[config.mk]
export PLATFORM = sky130hd
export DESIGN_NAME = can_message_mailbox_buffer
export DESIGN_NICKNAME = d
export VERILOG_FILES = /design/src/rtl/cmmb_pkg.sv /design/src/rtl/can_message_mailbox_buffer.sv
export SDC_FILE = /design/constraint.sdc
export NUM_CORES = 2
export LEC_CHECK = 0
export ABC_AREA = 1
export CELL_PAD_IN_SITES_DETAIL_PLACEMENT = 1
export CELL_PAD_IN_SITES_GLOBAL_PLACEMENT = 1
export CORE_MARGIN = 3
export CORE_UTILIZATION = 53
export DETAILED_ROUTE_END_ITERATION = 16
export DONT_BUFFER_PORTS = 1
export MAX_ROUTING_LAYER = met4
export PLACE_DENSITY_LB_ADDON = 0.1
export REMOVE_ABC_BUFFERS = 1
export SKIP_CTS_REPAIR_TIMING = 1
export SLEW_MARGIN = 25
export SYNTH_ARGS = -nofsm -noshare
export SYNTH_HDL_FRONTEND = slang
export SYNTH_SLANG_ARGS = --single-unit
[constraint.sdc]
create_clock -name clk -period 6.6 [get_ports clk]
set_input_delay 0.33 -clock clk [delete_from_list [all_inputs] [get_ports clk]]
set_output_delay 0.33 -clock clk [all_outputs]
set_load 0.03 [all_outputs]
[src/rtl/cmmb_pkg.sv]
// ----------------------------------------------------------------------------
// cmmb_pkg
// Types and constants for the CAN message mailbox buffer: field widths,
// beat layout, opcodes, stored entry format and sequencer states.
// ----------------------------------------------------------------------------
package cmmb_pkg;

  localparam int ID_W       = 29;
  localparam int LEN_W      = 4;
  localparam int PAY_W      = 64;
  localparam int RIDX_W     = 4;
  localparam int OIDX_W     = 4;

  // Input beat: msg_id, msg_length, msg_payload, read_index, zero pad
  localparam int IN_FIELDS_W  = ID_W + LEN_W + PAY_W + RIDX_W;
  localparam int IN_DATA_W    = ((IN_FIELDS_W + 7) / 8) * 8;
  // Output beat: entry_index, found_existing, out_id, out_length, out_payload
  localparam int OUT_FIELDS_W = OIDX_W + 1 + ID_W + LEN_W + PAY_W;
  localparam int OUT_DATA_W   = ((OUT_FIELDS_W + 7) / 8) * 8;

  localparam logic OP_STORE = 1'b0;
  localparam logic OP_READ  = 1'b1;

  localparam logic MODE_HISTORY = 1'b0;
  localparam logic MODE_MAILBOX = 1'b1;

  typedef struct packed {
    logic [PAY_W-1:0] payload;
    logic [LEN_W-1:0] length;
    logic [ID_W-1:0]  id;
  } entry_t;

  typedef enum logic [1:0] {
    ST_IDLE,
    ST_SCAN,
    ST_WRITE,
    ST_OUT
  } state_t;

endpackage

[src/rtl/can_message_mailbox_buffer.sv]
// ----------------------------------------------------------------------------
// can_message_mailbox_buffer
// Receive store for CAN messages: history ring or mailbox filing by
// identifier, one shared identifier comparator stepped over the entries.
// ----------------------------------------------------------------------------
// Sequence, beat accepted to result in the output register: a read goes from
// IDLE through the registered entry read to OUT; a history-mode store goes
// IDLE, WRITE, OUT; a mailbox store goes IDLE, SCAN, WRITE, OUT, the scan
// comparing one entry per cycle through the single read port of the entry
// memory until entry k matches or the last entry has been compared.
// One item at a time; the next beat is taken the cycle after the result is
// loaded. A result waiting on m_tready holds.
// Reset clears all entry valid bits (invalid entries read as zero), the head
// pointer and the mode register; no clearing pass.
module can_message_mailbox_buffer #(
  parameter int ENTRIES = 16
) (
  input  logic                           clk,
  input  logic                           rst,
  // Configuration: buffer_mode
  input  logic                           cfg_wr_en,
  input  logic                           cfg_wr_data,
  // Input stream
  input  logic                           s_tvalid,
  output logic                           s_tready,
  // msg_id[28:0], msg_length[32:29], msg_payload[96:33], read_index[100:97]
  input  logic [cmmb_pkg::IN_DATA_W-1:0] s_tdata,
  // opcode[0]
  input  logic                           s_tuser,
  // Output stream
  output logic                           m_tvalid,
  input  logic                           m_tready,
  // entry_index[3:0], found_existing[4], out_id[33:5], out_length[37:34],
  // out_payload[101:38]
  output logic [cmmb_pkg::OUT_DATA_W-1:0] m_tdata
);

  import cmmb_pkg::*;

  localparam int IDX_W = $clog2(ENTRIES);
  localparam logic [IDX_W-1:0] LAST_IDX = IDX_W'(ENTRIES - 1);

  // Input beat fields
  logic [ID_W-1:0]   in_id;
  logic [LEN_W-1:0]  in_len;
  logic [PAY_W-1:0]  in_pay;
  logic [RIDX_W-1:0] in_ridx;
  logic              in_range;

  assign in_id    = s_tdata[ID_W-1:0];
  assign in_len   = s_tdata[ID_W +: LEN_W];
  assign in_pay   = s_tdata[ID_W+LEN_W +: PAY_W];
  assign in_ridx  = s_tdata[ID_W+LEN_W+PAY_W +: RIDX_W];
  assign in_range = (32'(in_ridx) < ENTRIES);

  // Control and request registers
  state_t            state;
  state_t            state_next;
  logic              buffer_mode;
  logic [IDX_W-1:0]  head;
  logic [IDX_W-1:0]  head_next;
  logic [ENTRIES-1:0] valid;

  logic              req_op;
  logic [ID_W-1:0]   req_id;
  logic [LEN_W-1:0]  req_len;
  logic [PAY_W-1:0]  req_pay;
  logic [RIDX_W-1:0] req_ridx;
  logic              req_range;

  logic [IDX_W-1:0]  cnt;
  logic [IDX_W-1:0]  cmp_idx;
  logic              cmp_pending;
  logic [IDX_W-1:0]  slot;
  logic              found;

  // Entry memory
  entry_t            mem [ENTRIES];
  entry_t            rd_data;
  logic              rd_valid;
  logic              rd_en;
  logic [IDX_W-1:0]  rd_addr;
  logic              wr_en;
  logic              load_out;

  logic              accept;
  logic [ID_W-1:0]   cmp_id;
  logic              match;

  assign accept    = s_tvalid && s_tready;
  assign cmp_id    = rd_valid ? rd_data.id : '0;
  assign match     = cmp_pending && (cmp_id == req_id);
  assign head_next = (head == LAST_IDX) ? '0 : IDX_W'(head + 1'b1);

  // Sequencer
  always_comb begin
    state_next = state;
    s_tready   = 1'b0;
    rd_en      = 1'b0;
    rd_addr    = cnt;
    wr_en      = 1'b0;
    load_out   = 1'b0;
    case (state)
      ST_IDLE: begin
        s_tready = 1'b1;
        if (s_tvalid) begin
          if (s_tuser == OP_READ) begin
            rd_en      = in_range;
            rd_addr    = IDX_W'(in_ridx);
            state_next = ST_OUT;
          end else if (buffer_mode == MODE_MAILBOX) begin
            state_next = ST_SCAN;
          end else begin
            state_next = ST_WRITE;
          end
        end
      end
      ST_SCAN: begin
        if (match || (cmp_pending && cmp_idx == LAST_IDX)) begin
          state_next = ST_WRITE;
        end else begin
          rd_en = 1'b1;
        end
      end
      ST_WRITE: begin
        wr_en      = 1'b1;
        state_next = ST_OUT;
      end
      ST_OUT: begin
        if (!m_tvalid || m_tready) begin
          load_out   = 1'b1;
          state_next = ST_IDLE;
        end
      end
      default: begin
        state_next = ST_IDLE;
      end
    endcase
  end

  always_ff @(posedge clk) begin
    if (rst) begin
      state <= ST_IDLE;
    end else begin
      state <= state_next;
    end
  end

  always_ff @(posedge clk) begin
    if (rst) begin
      buffer_mode <= MODE_HISTORY;
    end else if (cfg_wr_en) begin
      buffer_mode <= cfg_wr_data;
    end
  end

  // Request capture and scan bookkeeping
  always_ff @(posedge clk) begin
    if (accept) begin
      req_op    <= s_tuser;
      req_id    <= in_id;
      req_len   <= in_len;
      req_pay   <= in_pay;
      req_ridx  <= in_ridx;
      req_range <= in_range;
      cnt       <= '0;
      cmp_idx   <= '0;
      slot      <= head;
      found     <= 1'b0;
    end else if (state == ST_SCAN) begin
      if (match) begin
        found <= 1'b1;
        slot  <= cmp_idx;
      end
      if (rd_en) begin
        cmp_idx <= cnt;
        cnt     <= IDX_W'(cnt + 1'b1);
      end
    end
  end

  always_ff @(posedge clk) begin
    if (rst) begin
      cmp_pending <= 1'b0;
    end else if (accept) begin
      cmp_pending <= 1'b0;
    end else if (state == ST_SCAN && rd_en) begin
      cmp_pending <= 1'b1;
    end
  end

  // Head pointer and entry valid bits
  always_ff @(posedge clk) begin
    if (rst) begin
      head  <= '0;
      valid <= '0;
    end else if (wr_en) begin
      valid[slot] <= 1'b1;
      if (!found) begin
        head <= head_next;
      end
    end
  end

  // Entry memory: one write port, one registered read port
  always_ff @(posedge clk) begin
    if (wr_en) begin
      mem[slot] <= '{payload: req_pay, length: req_len, id: req_id};
    end
  end

  always_ff @(posedge clk) begin
    if (rd_en) begin
      rd_data  <= mem[rd_addr];
      rd_valid <= valid[rd_addr];
    end
  end

  // Result register
  logic [OIDX_W-1:0] res_index;
  logic              res_found;
  logic [ID_W-1:0]   res_id;
  logic [LEN_W-1:0]  res_len;
  logic [PAY_W-1:0]  res_pay;
  logic              res_hit;

  always_comb begin
    res_hit   = (req_op == OP_READ) && req_range && rd_valid;
    res_index = (req_op == OP_READ) ? req_ridx : OIDX_W'(slot);
    res_found = (req_op == OP_STORE) && found;
    res_id    = res_hit ? rd_data.id : '0;
    res_len   = res_hit ? rd_data.length : '0;
    res_pay   = res_hit ? rd_data.payload : '0;
  end

  always_ff @(posedge clk) begin
    if (load_out) begin
      m_tdata <= OUT_DATA_W'({res_pay, res_len, res_id, res_found, res_index});
    end
  end

  always_ff @(posedge clk) begin
    if (rst) begin
      m_tvalid <= 1'b0;
    end else if (load_out) begin
      m_tvalid <= 1'b1;
    end else if (m_tready) begin
      m_tvalid <= 1'b0;
    end
  end

  // Checks
  a_head_range: assert property (@(posedge clk) disable iff (rst)
    head <= LAST_IDX)
    else $error("head pointer beyond last entry");

  a_one_item: assert property (@(posedge clk) disable iff (rst)
    accept |=> !s_tready)
    else $error("new beat taken while an item is in progress");

  a_head_moves_on_write: assert property (@(posedge clk) disable iff (rst)
    !$stable(head) |-> ($past(rst) || $past(wr_en && !found)))
    else $error("head pointer moved without a new-entry write");

  a_found_mailbox_only: assert property (@(posedge clk) disable iff (rst)
    (load_out && res_found) |-> (buffer_mode == MODE_MAILBOX))
    else $error("match reported outside mailbox mode");

endmodule

==> impl_metrics.py <==
metrics = {
    "outcome": {
        "outcome": "finished clean",
    },
    "critical_path": {
        "critPathCaptureType": "flop",
        "critPathLaunch": "state[0]$_SDFFE_PP0P_",
        "start_kind": "flop",
        "path_class": "flop to flop",
        "cp.arrival_ns": 5.66,
        "regToRegStartpoint": "state[0]$_SDFFE_PP0P_",
        "required_ns": 7.28,
        "cp_max_fo": 178,
        "reg2reg_slack_ns": 1.62,
    },
    "drt": {
        "postRouteAntennaNets": 0,
        "drt_iter0_drc": 4541,
        "wl_per_cell_um": 27.9,
        "totalWireLength_um": 198000,
        "avgViaCountPerCell": 6.20,
        "drt_first_pass_iters": 5,
        "num_vias": 44092,
        "drc_errors": 0,
    },
    "timing": {
        "finalCritPeriodShare": 0.755,
        "clock_skew_ns": 0.0225,
        "drv_slew": 0,
        "final_hold_viol_count": 0,
        "finalHoldWorstSlack_ns": 0.0993,
        "min_period_ns": 4.98,
        "worst_pin_slew_ns": 1.18,
        "finalSetupViolCount": 0,
        "relSlewSlack": 0.214,
        "grt_setup_unrepaired": "no",
        "fmax_ghz": 0.201,
    },
    "synth": {
        "yosysSeqAreaShare": 0.780,
        "synth_top_area_share": 0.771,
        "ys_seq_elements": 1892,
        "synthCells": 5155,
        "synth-async-reset-ratio": 0,
        "yosysWarnings": 0,
        "ys_top_cells_by_area": "edfxtp_1 77%, o21ai_0 5.2%, nor2_1 4.4%",
        "synth.largest_area_cell": "edfxtp_1",
        "synth_edf_count": 1858,
        "yosysUniqueCellTypes": 34,
        "synthFlopType": "edfxtp_1",
        "netlist_area_sq_um": 72400,
        "syn_area_per_cell_sq_um": 14.0,
    },
    "clocking": {
        "clkTransAtPathRegs_ns": 0.07,
        "cts_buffers": 189,
        "clkLatencyLatePin_ns": 0.83,
        "clockBufferDepth": 3,
        "cts_tree": "built",
        "cts_root_buf": "clkbuf_16",
        "htreeDepth": 4,
        "clock_sinks": 1892,
    },
    "grt": {
        "grt_overflow_total": 0,
        "track_usage": 0.287,
        "grt_pass1_vias": 45970,
        "grt_pass1_wl_um": 292000,
        "antenna_found_initial": 17,
        "grt_max_degree": 203,
    },
    "job": {
        "drv_cap": 0,
    },
    "floorplanning": {
        "die_w_um": 376,
        "rows": 134,
        "coreArea_sq_um": 134000,
        "dieHeight_um": 376,
        "die-area_sq_um": 141000,
        "io_pins": 217,
        "initial_core_util": 0.538,
    },
    "cells_and_area": {
        "mostFrequentLayoutCells": "1858 x edfxtp_1, 833 x nor2_1, 746 x o21ai_0",
        "final_common_cell": "edfxtp_1",
        "area_growth_pct": 12.4,
        "layout.nets": 5285,
        "final_core_utilization": 0.605,
        "final_cells": 7110,
        "drive_gt1_frac": 0.0700,
    },
    "pwr": {
        "leakage_nw": 26.7,
        "power-per-cell-area_nw_per_um2": 424,
        "vdd_drop_max_v": 0.000296,
    },
    "worst_hold_path": {
        "hold_start": "m_tready",
        "hp-class": "input port to flop",
    },
    "place": {
        "portBuffers": 0,
        "dpl.cell_count": 6635,
        "hpwl_um": 88400,
        "gp_congestion": 0.733,
    },
}
[cells in the mapped netlist (4+ instances only)]
library cell	number
edfxtp_1	1858
nor2_1	849
o21ai_0	746
nand2_1	311
o221ai_1	226
inv_1	216
clkbuf_1	204
o211ai_1	179
nand3_1	146
o21ai_1	111
buf_2	110
o22ai_1	60
dfxtp_1	34
a21oi_1	16
buf_4	15
or2_2	13
buf_1	12
nand3b_1	8
ha_1	6
inv_2	5
nand2_2	4
nor3_1	4
[layer usage]
metal  global-route usage  part of all wire  vias up
met4               0.0949             0.030        0
met5                    -                 0        -
li1                     -                 -    19270
met2                0.491              0.51     1446
met3               0.0393             0.056      390
met1                0.356              0.41    22986
[through the flow]
step / instance area, sq um / setup WS, ns / power [W] / setup TNS, ns
2_1_floorplan: 70900 / -31.95 / 0.0210 / -3128.84
3_3_place_gp: 74100 / 1.93 / 0.0236 / 0
5_1_grt: 81300 / 1.39 / 0.0362 / 0
3_5_place_dp: 74100 / 1.78 / 0.0239 / 0
6_report: 81300 / 1.62 / 0.0345 / 0
4_1_cts: 80200 / 1.65 / 0.0347 / 0
[final cells by class]
class	count	area [sq um]
clock inverters	115	1180
multi-input cells	2697	13700
repair buffers	166	1880
well taps	1768	2210
fillers	12447	53100
diodes	12	30.0
flip-flops and latches	1892	56500
inverters	222	871
clock buffers	238	4960
[critical path, stage by stage, from the launching register on]
cell	delay [ns]
dfxtp_1	0.34
inv_1	0.09
ha_1	0.48
nand2_2	0.32
inv_6	0.46
nand2_4	0.23
o21ai_4	0.31
buf_12	0.51
buf_4	0.85
o21ai_0	0.31
o221ai_1	0.30
nand3_1	0.13
nand2_1	0.12
[final timing paths]
kind                          endpoint  cells past startpoint
max              rd_data[57]$_DFFE_PP_                     12
min          m_tdata[11]$_SDFFCE_PN0P_                      3
max reg2reg      rd_data[57]$_DFFE_PP_                     12
min reg2reg     valid[15]$_SDFFE_PP0P_                      2
[flip-flops by register name, indices dropped and copies added (netlist names), 16 cells and up]
register and cells:
valid 16, mem 1552, req_id 29, rd_data 97, req_pay 64, m_tdata 102
[kinds of logic (layout without fill, tap and decap cells)]
kind of cell | after synthesis | count (layout) | share of synthesized area
DFF | 1892 | 1892 | 0.780
AOI/OAI and AO/OA | 1345 | 1345 | 0.112
and+or+nand+nor | 1341 | 1341 | 0.0735
buffers and inverters | 567 | 741 | 0.0324
adders and majority gates | 6 | 6 | 0.00104
xor gates and xnor gates | 3 | 3 | 0.000363
other | 1 | 14 | 0.0000518
[where the power goes]
group / total, W / switching, W / internal (W)
combinational: 0.00794 / 0.00595 / 0.00199
sequential: 0.0159 / 0.000923 / 0.0149
clock: 0.0107 / 0.00456 / 0.00615
total: 0.0345 / 0.0114 / 0.0231
Note: power is estimated with default switching activity, not from simulation.
